[src/hdl/c_like_lexeme_splitter_macros.svh]
// Assertion helpers for the lexeme splitter.
// Both sample on i_clk and are held off while i_rst_n is low.
`ifndef C_LIKE_LEXEME_SPLITTER_MACROS_SVH
`define C_LIKE_LEXEME_SPLITTER_MACROS_SVH
`ifndef SYNTH
// cond must hold at every clock edge
`define CLLS_ASSERT_ALWAYS(label, cond, msg) \
    label: assert property (@(posedge i_clk) disable iff (!i_rst_n) (cond)) else $error(msg);
// cons must hold at the next clock edge after ante
`define CLLS_ASSERT_NEXT(label, ante, cons, msg) \
    label: assert property (@(posedge i_clk) disable iff (!i_rst_n) (ante) |=> (cons)) \
        else $error(msg);
`else
`define CLLS_ASSERT_ALWAYS(label, cond, msg)
`define CLLS_ASSERT_NEXT(label, ante, cons, msg)
`endif
`endif

[src/hdl/clls_pkg.sv]
package clls_pkg;

    // scanner modes
    localparam logic [3:0] MODE_IDLE     = 4'd0;
    localparam logic [3:0] MODE_OPEQ     = 4'd1;
    localparam logic [3:0] MODE_OPDUP    = 4'd2;
    localparam logic [3:0] MODE_OPAMP    = 4'd3;
    localparam logic [3:0] MODE_MINUS    = 4'd4;
    localparam logic [3:0] MODE_MINUSDOT = 4'd5;
    localparam logic [3:0] MODE_DOT      = 4'd6;
    localparam logic [3:0] MODE_IDENT    = 4'd7;
    localparam logic [3:0] MODE_NUMBER   = 4'd8;

    // lexeme kinds
    localparam logic [2:0] KIND_PUNCT = 3'd0;
    localparam logic [2:0] KIND_OP    = 3'd1;
    localparam logic [2:0] KIND_IDENT = 3'd2;
    localparam logic [2:0] KIND_INT   = 3'd3;
    localparam logic [2:0] KIND_REAL  = 3'd4;
    localparam logic [2:0] KIND_OTHER = 3'd5;

    // special bytes
    localparam logic [7:0] CH_NUL    = 8'h00;
    localparam logic [7:0] CH_EQ     = 8'h3D;
    localparam logic [7:0] CH_DOT    = 8'h2E;
    localparam logic [7:0] CH_USCORE = 8'h5F;
    localparam logic [7:0] CH_MINUS  = 8'h2D;

    // output queue: one step may push up to three results
    localparam int OQ_DEPTH = 4;
    localparam int OQ_AW    = 2;
    localparam int MAX_RES  = 3;

    typedef struct packed {
        logic [7:0]  lexeme_char;
        logic        first_of_lexeme;
        logic        last_of_lexeme;
        logic [2:0]  lexeme_kind;
        logic [31:0] token_index;
        logic        end_of_text;
        logic        last_of_run;
    } t_result;

    function automatic logic is_digit(input logic [7:0] c);
        return (c >= 8'h30) && (c <= 8'h39);
    endfunction

    function automatic logic is_alpha(input logic [7:0] c);
        return ((c >= 8'h61) && (c <= 8'h7A)) || ((c >= 8'h41) && (c <= 8'h5A))
            || (c == CH_USCORE);
    endfunction

    // space, tab, newline
    function automatic logic is_space(input logic [7:0] c);
        return (c == 8'h20) || (c == 8'h09) || (c == 8'h0A);
    endfunction

    // ( ) ; : [ ] { } ,
    function automatic logic is_punct(input logic [7:0] c);
        return (c == 8'h28) || (c == 8'h29) || (c == 8'h3B) || (c == 8'h3A)
            || (c == 8'h5B) || (c == 8'h5D) || (c == 8'h7B) || (c == 8'h7D)
            || (c == 8'h2C);
    endfunction

    // ~ ^ = ! * / %
    function automatic logic is_opeq(input logic [7:0] c);
        return (c == 8'h7E) || (c == 8'h5E) || (c == CH_EQ) || (c == 8'h21)
            || (c == 8'h2A) || (c == 8'h2F) || (c == 8'h25);
    endfunction

    // < > +
    function automatic logic is_opdup(input logic [7:0] c);
        return (c == 8'h3C) || (c == 8'h3E) || (c == 8'h2B);
    endfunction

    // & |
    function automatic logic is_opamp(input logic [7:0] c);
        return (c == 8'h26) || (c == 8'h7C);
    endfunction

endpackage

[src/hdl/c_like_lexeme_splitter.sv]
// Streaming scanner for C-like source text, one byte per item.
// Input channel: i_valid / o_stall carry i_char_byte; a zero byte ends the text.
// Output channel: o_valid / i_stall carry one byte of a lexeme per item with its
// kind, first/last marks, lexeme number, end marker and last-of-run flag.
// Space, tab and newline between lexemes produce nothing.
// Flow: a byte is registered at acceptance and scanned from the input register;
// its results enter a 4-entry output queue, whose head drives the port. A byte
// whose lexeme end is not yet known is held until one or two more bytes arrive.
// Throughput: one byte per cycle while each byte yields at most one result and
// i_stall is low. A byte yielding two or three results sends them out one at a
// time; the scan stage waits until the queue has three free entries, so the
// output port (one result per cycle) sets the rate.
// Reset (synchronous, i_rst_n low) empties the queue, drops the input register,
// returns the scanner to idle and clears the lexeme counter. The end byte only
// flushes and returns to idle; the counter keeps running.
// With i_stall high the queue head holds. Once fewer than three entries are free
// the scan stage stops; o_stall rises while a byte waits in the input register.
`include "c_like_lexeme_splitter_macros.svh"
module c_like_lexeme_splitter
    import clls_pkg::*;
(
    input  logic        i_clk,
    input  logic        i_rst_n,
    input  logic        i_valid,
    output logic        o_stall,
    input  logic [7:0]  i_char_byte,
    output logic        o_valid,
    input  logic        i_stall,
    output logic [7:0]  o_lexeme_char,
    output logic        o_first_of_lexeme,
    output logic        o_last_of_lexeme,
    output logic [2:0]  o_lexeme_kind,
    output logic [31:0] o_token_index,
    output logic        o_end_of_text,
    output logic        o_last_of_run
);

    // input register
    logic        r_in_valid;
    logic [7:0]  r_in_byte;

    // scanner state
    logic [3:0]  r_mode, n_mode;
    logic [7:0]  r_hold, n_hold;
    logic        r_first, n_first;
    logic        r_dot, n_dot;
    logic [31:0] r_cnt, n_cnt;

    // output queue
    t_result           r_oq [OQ_DEPTH];
    logic [OQ_AW-1:0]  r_wr, r_rd;
    logic [OQ_AW:0]    r_oq_cnt;

    // step results
    t_result     w_res [MAX_RES];
    logic [1:0]  w_nres;
    logic [1:0]  w_inc;
    logic        w_start;
    logic        w_pair;
    logic [31:0] w_tok [4];
    logic        w_go;
    logic        w_in_acc;
    logic        w_pop;

    function automatic t_result mk_res(input logic [7:0] ch, input logic first,
                                       input logic last, input logic [2:0] kind,
                                       input logic eot, input logic [31:0] tok);
        t_result r;
        r.lexeme_char     = ch;
        r.first_of_lexeme = first;
        r.last_of_lexeme  = last;
        r.lexeme_kind     = kind;
        r.token_index     = tok;
        r.end_of_text     = eot;
        r.last_of_run     = 1'b0;
        return r;
    endfunction

    // handshakes
    assign w_go     = r_in_valid && (r_oq_cnt <= (OQ_AW+1)'(OQ_DEPTH - MAX_RES));
    assign o_stall  = r_in_valid && !w_go;
    assign w_in_acc = i_valid && !o_stall;
    assign o_valid  = (r_oq_cnt != '0);
    assign w_pop    = o_valid && !i_stall;

    // lexeme numbers a step can hand out
    always_comb begin
        for (int k = 0; k < 4; k++) begin
            w_tok[k] = r_cnt + 32'(k);
        end
    end

    // held operator pairs with the incoming byte
    always_comb begin
        case (r_mode)
            MODE_OPEQ:  w_pair = (r_in_byte == CH_EQ);
            MODE_OPDUP: w_pair = (r_in_byte == CH_EQ) || (r_in_byte == r_hold);
            MODE_OPAMP: w_pair = (r_in_byte == r_hold);
            MODE_MINUS: w_pair = (r_in_byte == CH_EQ) || (r_in_byte == CH_MINUS);
            default:    w_pair = 1'b0;
        endcase
    end

    // one scan step: settle the held byte, then start on the new byte if needed
    always_comb begin
        n_mode  = r_mode;
        n_hold  = r_hold;
        n_first = r_first;
        n_dot   = r_dot;
        w_nres  = '0;
        w_inc   = '0;
        w_start = 1'b0;
        for (int k = 0; k < MAX_RES; k++) begin
            w_res[k] = '0;
        end

        case (r_mode)
            MODE_OPEQ, MODE_OPDUP, MODE_OPAMP, MODE_MINUS: begin
                if (w_pair) begin
                    w_res[w_nres] = mk_res(r_hold, 1'b1, 1'b0, KIND_OP, 1'b0, w_tok[w_inc]);
                    w_nres = w_nres + 2'd1;
                    w_res[w_nres] = mk_res(r_in_byte, 1'b0, 1'b1, KIND_OP, 1'b0,
                                           w_tok[w_inc]);
                    w_nres = w_nres + 2'd1;
                    w_inc = w_inc + 2'd1;
                    n_mode = MODE_IDLE;
                    n_first = 1'b0;
                    n_dot = 1'b0;
                end else if ((r_mode == MODE_MINUS) && is_digit(r_in_byte)) begin
                    // negative number
                    w_res[w_nres] = mk_res(r_hold, 1'b1, 1'b0, KIND_INT, 1'b0, w_tok[w_inc]);
                    w_nres = w_nres + 2'd1;
                    n_mode = MODE_NUMBER;
                    n_hold = r_in_byte;
                    n_first = 1'b0;
                    n_dot = 1'b0;
                end else if ((r_mode == MODE_MINUS) && (r_in_byte == CH_DOT)) begin
                    // "-." needs one more byte to decide
                    n_mode = MODE_MINUSDOT;
                end else begin
                    w_res[w_nres] = mk_res(r_hold, 1'b1, 1'b1, KIND_OP, 1'b0, w_tok[w_inc]);
                    w_nres = w_nres + 2'd1;
                    w_inc = w_inc + 2'd1;
                    n_mode = MODE_IDLE;
                    n_first = 1'b0;
                    n_dot = 1'b0;
                    w_start = 1'b1;
                end
            end
            MODE_MINUSDOT: begin
                if (is_digit(r_in_byte)) begin
                    w_res[w_nres] = mk_res(r_hold, 1'b1, 1'b0, KIND_REAL, 1'b0, w_tok[w_inc]);
                    w_nres = w_nres + 2'd1;
                    w_res[w_nres] = mk_res(CH_DOT, 1'b0, 1'b0, KIND_REAL, 1'b0, w_tok[w_inc]);
                    w_nres = w_nres + 2'd1;
                    n_mode = MODE_NUMBER;
                    n_hold = r_in_byte;
                    n_first = 1'b0;
                    n_dot = 1'b1;
                end else begin
                    // lone minus, then lone dot
                    w_res[w_nres] = mk_res(r_hold, 1'b1, 1'b1, KIND_OP, 1'b0, w_tok[w_inc]);
                    w_nres = w_nres + 2'd1;
                    w_inc = w_inc + 2'd1;
                    w_res[w_nres] = mk_res(CH_DOT, 1'b1, 1'b1, KIND_PUNCT, 1'b0,
                                           w_tok[w_inc]);
                    w_nres = w_nres + 2'd1;
                    w_inc = w_inc + 2'd1;
                    n_mode = MODE_IDLE;
                    n_first = 1'b0;
                    n_dot = 1'b0;
                    w_start = 1'b1;
                end
            end
            MODE_DOT: begin
                if (is_digit(r_in_byte)) begin
                    w_res[w_nres] = mk_res(r_hold, 1'b1, 1'b0, KIND_REAL, 1'b0, w_tok[w_inc]);
                    w_nres = w_nres + 2'd1;
                    n_mode = MODE_NUMBER;
                    n_hold = r_in_byte;
                    n_first = 1'b0;
                    n_dot = 1'b1;
                end else begin
                    w_res[w_nres] = mk_res(r_hold, 1'b1, 1'b1, KIND_PUNCT, 1'b0,
                                           w_tok[w_inc]);
                    w_nres = w_nres + 2'd1;
                    w_inc = w_inc + 2'd1;
                    n_mode = MODE_IDLE;
                    n_first = 1'b0;
                    n_dot = 1'b0;
                    w_start = 1'b1;
                end
            end
            MODE_IDENT: begin
                if (is_alpha(r_in_byte) || is_digit(r_in_byte)) begin
                    w_res[w_nres] = mk_res(r_hold, r_first, 1'b0, KIND_IDENT, 1'b0,
                                           w_tok[w_inc]);
                    w_nres = w_nres + 2'd1;
                    n_hold = r_in_byte;
                    n_first = 1'b0;
                end else begin
                    w_res[w_nres] = mk_res(r_hold, r_first, 1'b1, KIND_IDENT, 1'b0,
                                           w_tok[w_inc]);
                    w_nres = w_nres + 2'd1;
                    w_inc = w_inc + 2'd1;
                    n_mode = MODE_IDLE;
                    n_first = 1'b0;
                    n_dot = 1'b0;
                    w_start = 1'b1;
                end
            end
            MODE_NUMBER: begin
                if (is_digit(r_in_byte)) begin
                    w_res[w_nres] = mk_res(r_hold, r_first, 1'b0,
                                           r_dot ? KIND_REAL : KIND_INT, 1'b0, w_tok[w_inc]);
                    w_nres = w_nres + 2'd1;
                    n_hold = r_in_byte;
                    n_first = 1'b0;
                end else if ((r_in_byte == CH_DOT) && !r_dot) begin
                    w_res[w_nres] = mk_res(r_hold, r_first, 1'b0, KIND_INT, 1'b0,
                                           w_tok[w_inc]);
                    w_nres = w_nres + 2'd1;
                    n_hold = r_in_byte;
                    n_first = 1'b0;
                    n_dot = 1'b1;
                end else begin
                    w_res[w_nres] = mk_res(r_hold, r_first, 1'b1,
                                           r_dot ? KIND_REAL : KIND_INT, 1'b0, w_tok[w_inc]);
                    w_nres = w_nres + 2'd1;
                    w_inc = w_inc + 2'd1;
                    n_mode = MODE_IDLE;
                    n_first = 1'b0;
                    n_dot = 1'b0;
                    w_start = 1'b1;
                end
            end
            default: begin
                // idle, or an unused code
                n_mode = MODE_IDLE;
                n_first = 1'b0;
                n_dot = 1'b0;
                w_start = 1'b1;
            end
        endcase

        // new lexeme from the incoming byte
        if (w_start) begin
            if (r_in_byte == CH_NUL) begin
                w_res[w_nres] = mk_res(CH_NUL, 1'b0, 1'b0, KIND_PUNCT, 1'b1, w_tok[w_inc]);
                w_nres = w_nres + 2'd1;
                n_mode = MODE_IDLE;
            end else if (is_space(r_in_byte)) begin
                n_mode = MODE_IDLE;
            end else if (is_punct(r_in_byte)) begin
                w_res[w_nres] = mk_res(r_in_byte, 1'b1, 1'b1, KIND_PUNCT, 1'b0,
                                       w_tok[w_inc]);
                w_nres = w_nres + 2'd1;
                w_inc = w_inc + 2'd1;
            end else if (is_opeq(r_in_byte)) begin
                n_mode = MODE_OPEQ;
                n_hold = r_in_byte;
                n_first = 1'b1;
            end else if (is_opdup(r_in_byte)) begin
                n_mode = MODE_OPDUP;
                n_hold = r_in_byte;
                n_first = 1'b1;
            end else if (is_opamp(r_in_byte)) begin
                n_mode = MODE_OPAMP;
                n_hold = r_in_byte;
                n_first = 1'b1;
            end else if (r_in_byte == CH_MINUS) begin
                n_mode = MODE_MINUS;
                n_hold = r_in_byte;
                n_first = 1'b1;
            end else if (r_in_byte == CH_DOT) begin
                n_mode = MODE_DOT;
                n_hold = r_in_byte;
                n_first = 1'b1;
            end else if (is_alpha(r_in_byte)) begin
                n_mode = MODE_IDENT;
                n_hold = r_in_byte;
                n_first = 1'b1;
            end else if (is_digit(r_in_byte)) begin
                n_mode = MODE_NUMBER;
                n_hold = r_in_byte;
                n_first = 1'b1;
                n_dot = 1'b0;
            end else begin
                w_res[w_nres] = mk_res(r_in_byte, 1'b1, 1'b1, KIND_OTHER, 1'b0,
                                       w_tok[w_inc]);
                w_nres = w_nres + 2'd1;
                w_inc = w_inc + 2'd1;
            end
        end

        // mark the final result of this step
        if (w_nres != 2'd0) begin
            w_res[w_nres - 2'd1].last_of_run = 1'b1;
        end

        n_cnt = w_tok[w_inc];
    end

    // input register
    always_ff @(posedge i_clk) begin
        if (!i_rst_n) begin
            r_in_valid <= 1'b0;
        end else if (w_in_acc) begin
            r_in_valid <= 1'b1;
        end else if (w_go) begin
            r_in_valid <= 1'b0;
        end
        if (w_in_acc) begin
            r_in_byte <= i_char_byte;
        end
    end

    // scanner state
    always_ff @(posedge i_clk) begin
        if (!i_rst_n) begin
            r_mode  <= MODE_IDLE;
            r_hold  <= CH_NUL;
            r_first <= 1'b0;
            r_dot   <= 1'b0;
            r_cnt   <= '0;
        end else if (w_go) begin
            r_mode  <= n_mode;
            r_hold  <= n_hold;
            r_first <= n_first;
            r_dot   <= n_dot;
            r_cnt   <= n_cnt;
        end
    end

    // output queue storage
    always_ff @(posedge i_clk) begin
        for (int k = 0; k < MAX_RES; k++) begin
            if (w_go && (2'(k) < w_nres)) begin
                r_oq[r_wr + OQ_AW'(k)] <= w_res[k];
            end
        end
    end

    // output queue pointers
    always_ff @(posedge i_clk) begin
        if (!i_rst_n) begin
            r_wr     <= '0;
            r_rd     <= '0;
            r_oq_cnt <= '0;
        end else begin
            if (w_go) begin
                r_wr <= r_wr + OQ_AW'(w_nres);
            end
            if (w_pop) begin
                r_rd <= r_rd + OQ_AW'(1);
            end
            r_oq_cnt <= r_oq_cnt + (w_go ? (OQ_AW+1)'(w_nres) : '0)
                        - (OQ_AW+1)'(w_pop);
        end
    end

    // queue head drives the port
    assign o_lexeme_char     = r_oq[r_rd].lexeme_char;
    assign o_first_of_lexeme = r_oq[r_rd].first_of_lexeme;
    assign o_last_of_lexeme  = r_oq[r_rd].last_of_lexeme;
    assign o_lexeme_kind     = r_oq[r_rd].lexeme_kind;
    assign o_token_index     = r_oq[r_rd].token_index;
    assign o_end_of_text     = r_oq[r_rd].end_of_text;
    assign o_last_of_run     = r_oq[r_rd].last_of_run;

    // checks
    `CLLS_ASSERT_ALWAYS(a_oq_no_overflow, r_oq_cnt <= (OQ_AW+1)'(OQ_DEPTH),
        "output queue overflow")
    `CLLS_ASSERT_ALWAYS(a_stall_needs_item, !o_stall || r_in_valid, "stall without a held item")
    `CLLS_ASSERT_NEXT(a_end_to_idle, w_go && (r_in_byte == CH_NUL), r_mode == MODE_IDLE,
        "end byte did not return to idle")
    `CLLS_ASSERT_ALWAYS(a_end_marker_shape, !(o_valid && o_end_of_text)
        || (!o_first_of_lexeme && !o_last_of_lexeme && (o_lexeme_char == CH_NUL)),
        "malformed end marker")

endmodule

[config.mk]
export PLATFORM = sky130hd
export DESIGN_NAME = c_like_lexeme_splitter
export DESIGN_NICKNAME = d
export VERILOG_FILES = /design/src/hdl/clls_pkg.sv /design/src/hdl/c_like_lexeme_splitter.sv
export VERILOG_INCLUDE_DIRS = /design/src /design/src/hdl
export SDC_FILE = /design/constraint.sdc
export NUM_CORES = 1
export LEC_CHECK = 0
export ABC_AREA = 0
export BUFFER_PORTS_ARGS = -buffer_cell sky130_fd_sc_hd__buf_2
export CELL_PAD_IN_SITES_DETAIL_PLACEMENT = 0
export CELL_PAD_IN_SITES_GLOBAL_PLACEMENT = 2
export CORE_UTILIZATION = 40
export CTS_CLUSTER_DIAMETER = 150
export DETAILED_ROUTE_END_ITERATION = 12
export PLACE_DENSITY_LB_ADDON = 0.25
export SYNTH_ARGS = -nofsm -noshare
export SYNTH_HDL_FRONTEND = slang
export SYNTH_SLANG_ARGS = --single-unit
[constraint.sdc]
create_clock -name i_clk -period 8.6 [get_ports i_clk]
set_clock_uncertainty 0.2 [all_clocks]
set_input_delay 1.29 -clock i_clk [delete_from_list [all_inputs] [get_ports i_clk]]
set_output_delay 1.29 -clock i_clk [all_outputs]
set_load 0.005 [all_outputs]
==> run metrics <==
Chip Width=213 um; dominant synthesized flop cell=edfxtp_1; Vert. Die Dim=213 um; Yosys reg bits=252; Syn. warnings=0; Post-Syn Area=0.0179 mm2; run status=complete, no violations; CP required=8.80 ns; Lkg Pwr=5.99 nW; Buf/Inv on CP=3; Period Utilization, post-route=73.2%; Area after DPL=0.0186 mm2; cts bufs inserted=29; DRC=0; post-CTS setup repair buffer count=0; Hold Buf Count CTS=0; Finished Cell Area=0.0194 mm2; setup TNS=0 ns; routed vias=17200; Mapped Cells=1995; Logic pwr share=43.8%; final setup violating endpoints=0; cell area power density=265 mW/mm2; Routed Antenna Nets=0; Via density=6.70; Post-synth EDFFs=196; RSZ-0062 raised after global routing=false; clk buf depth=3; worst min path class=flop to flop; post-DP HPWL=48.8 mm; power share of the clock group=22.7%; Reg clk slew, reported paths=0.07 ns; NetSw=2.18 mW; placed cell count=2509; slowest CP cell=nand2_1; worst skew pair latency=0.58 ns; drt pass-1 iters=7; Fmax achieved=0.159 GHz; Slew headroom=19.7%; largest net degree at the start of global routing=54; nets=1972; post-cts sizing count=0; initial antenna violation count=0; gr ovfl total=0; P&R area growth vs syn=8.73%; Setup crit start kind=flop; switch share=42.3%; maximum VDD drop=180 uV; Core Area=0.0441 mm2; Least-Margin Pin Slew=1.20 ns; Final min period=6.29 ns; Initial Util=40.5%; row count=77; Max Cap Viol=0; H-tree depth=1; DR iter-0 viols=2478; I/O pin cnt=61; Die Area=0.0456 mm2; sequential area share after synthesis=39.2%; first-pass GRT wire length=104 mm; Crit path largest cell delay=1.06 ns; GRT Util Overall=30.6%; vias in the first global route=15700; final total power=5.15 mW; internal power=2.97 mW; Netlist cell types=106; worst path arrival time=6.49 ns; CP endpoint kind=flop; CTS tree=done; Routed WL=70.2 mm; most used cell, CP=nand2_1; cell family with most CP delay=simple AND/OR/NAND/NOR gates; DR WL/cell=27.4 um; CTS Sinks=252; synthesized area per cell=8.96 um2; Async SR Flop Fraction=0%; post-route insts no fill=2561; syn_nets=2019; sequential power share=33.4%; hold_ws=0.315 ns; CTS root buf=clkbuf_16; filler instances=4412; critical path class=flop to flop; ANT cells=0; Max Transition Viols Final=0; gpl congestion=0.900; Max FO, Critical Path=24; I/O Buffers=60; fraction of layout cells with a size suffix above 1=13.5%; final count of hold timing violations=0; crit-path cells=nor3b_2 > nand2_1 > or4_1 > o31ai_1 > o211ai_2 > inv_1 > ha_1 > nand3_1 > mux2i_2 > buf_4 > nand2_1 > nand2_1 > buf_4 > nor2_1 > a221oi_1
==> sequential cells by signal (all words and copies together) (netlist names), named ones only <==
name,flops
r_cnt,32
r_dot,1
r_first,1
r_hold,8
r_in_byte,8
r_in_valid,1
r_mode,4
r_oq,188
r_oq_cnt,3
r_rd,2
r_wr,2
==> cell type report <==
| cell class | count | area, um2 | area share (%) |
|---|---|---|---|
| multi-input combinational | 1529 | 10100 | 51.8 |
| sequential | 252 | 7010 | 36.1 |
| clock buffer | 33 | 741 | 3.81 |
| tap | 592 | 741 | 3.81 |
| timing repair buffer | 104 | 631 | 3.24 |
| clock inverter | 19 | 130 | 0.669 |
| inverter | 32 | 120 | 0.618 |
==> worst reg2reg max path: stages, from the launching register on <==
cell and delay [ns]:
edfxtp_1 0.70, nor3b_2 0.69, nand2_1 0.13, or4_1 0.51
o31ai_1 0.25, o211ai_2 0.42, inv_1 0.18, ha_1 0.24
nand3_1 0.11, mux2i_2 0.16, buf_4 0.36, nand2_1 0.49
nand2_1 1.06, buf_4 0.32, nor2_1 0.06, a221oi_1 0.22
==> cell usage in the layout (no fill, tap or decap), types with 8 or more instances in the layout <==
cell type	count
nand2_1	233
nor2_1	205
edfxtp_1	196
o21ai_0	157
a21oi_1	118
o221ai_1	74
nand3_1	70
buf_2	60
nor3_1	55
dfxtp_1	54
mux4_2	48
xnor2_1	44
buf_4	44
a22oi_1	33
o22ai_1	32
o211ai_1	30
inv_1	29
clkbuf_16	29
nand4_1	21
nor4_1	21
or2_2	20
a31oi_1	20
a211oi_1	19
a221oi_1	19
nand2b_1	17
or3_1	16
a22o_1	16
a21o_1	16
and2_1	14
a221o_1	14
and3_1	13
nor2b_1	11
ha_1	11
o31ai_1	10
xor2_1	9
o41ai_1	9
o32ai_1	8
o22a_1	8
==> kinds of logic after synthesis <==
| logic type | synth area share (%) |
|---|---|
| compound gates | 26.0 |
| xor+xnor | 2.75 |
| fa+ha+maj | 0.993 |
| buf+inv | 5.04 |
| flops | 39.2 |
| mux | 6.73 |
| simple gates | 19.3 |
==> power groups by stage <==
stage / Sequential, mW / Clock (mW) / Combinational [mW]
3_5_place_dp: 1.74 / 0 / 2.22
2_1_floorplan: 1.63 / 0 / 1.57
4_1_cts: 1.72 / 1.19 / 2.23
6_report: 1.72 / 1.17 / 2.26
3_3_place_gp: 1.74 / 0 / 2.22
5_1_grt: 1.74 / 1.23 / 2.44
==> worst paths after layout <==
check                          from                endpoint  slack [ns]  cells after the start
min reg2reg  r_hold[5]$_SDFFE_PN0P_  r_hold[5]$_SDFFE_PN0P_        0.31                      2
min          r_hold[5]$_SDFFE_PN0P_  r_hold[5]$_SDFFE_PN0P_        0.31                      2
max          r_in_byte[5]$_DFFE_PP_   r_oq[2][33]$_DFFE_PP_        2.31                     15
max reg2reg  r_in_byte[5]$_DFFE_PP_   r_oq[2][33]$_DFFE_PP_        2.31                     15
==> routing by layer <==
| metal | track usage (%) | up-vias | routed length [um] |
|---|---|---|---|
| met4 | 8.25 | 0 | 1660 |
| met2 | 45.0 | 1022 | 30100 |
| met5 | 0 | - | 0 |
| met3 | 4.94 | 103 | 7030 |
| met1 | 46.1 | 8421 | 31400 |
| li1 | - | 7604 | - |
==> Yosys cell counts, types with 18 or more instances <==
cell / n / area share (%)
a31oi_1: 21 / 0.73
a221oi_1: 19 / 0.93
o21ai_0: 157 / 4.4
buf_2: 43 / 1.2
or2_2: 20 / 0.70
nor2_1: 207 / 4.3
mux4_2: 48 / 6.0
nor4_1: 21 / 0.73
o211ai_1: 30 / 1.3
a22oi_1: 33 / 1.4
o22ai_1: 32 / 1.1
a21oi_1: 118 / 3.3
nand2b_1: 18 / 0.63
edfxtp_1: 196 / 33
nor3_1: 56 / 1.6
nand2_1: 233 / 4.9
dfxtp_1: 56 / 6.3
xnor2_1: 44 / 2.2
o221ai_1: 74 / 3.6
inv_1: 29 / 0.61
a211oi_1: 21 / 0.88
nand4_1: 21 / 0.73
clkbuf_1: 118 / 2.5
nand3_1: 70 / 2.0
==> through the flow <==
step	worst slack (ns)	utilization (%)
6_report	2.31	44.1
5_1_grt	1.95	44.1
4_1_cts	2.47	44.1
3_5_place_dp	2.50	42.1
3_3_place_gp	2.68	42.1
2_1_floorplan	1.51	-
(Power assumes the default switching activity.)
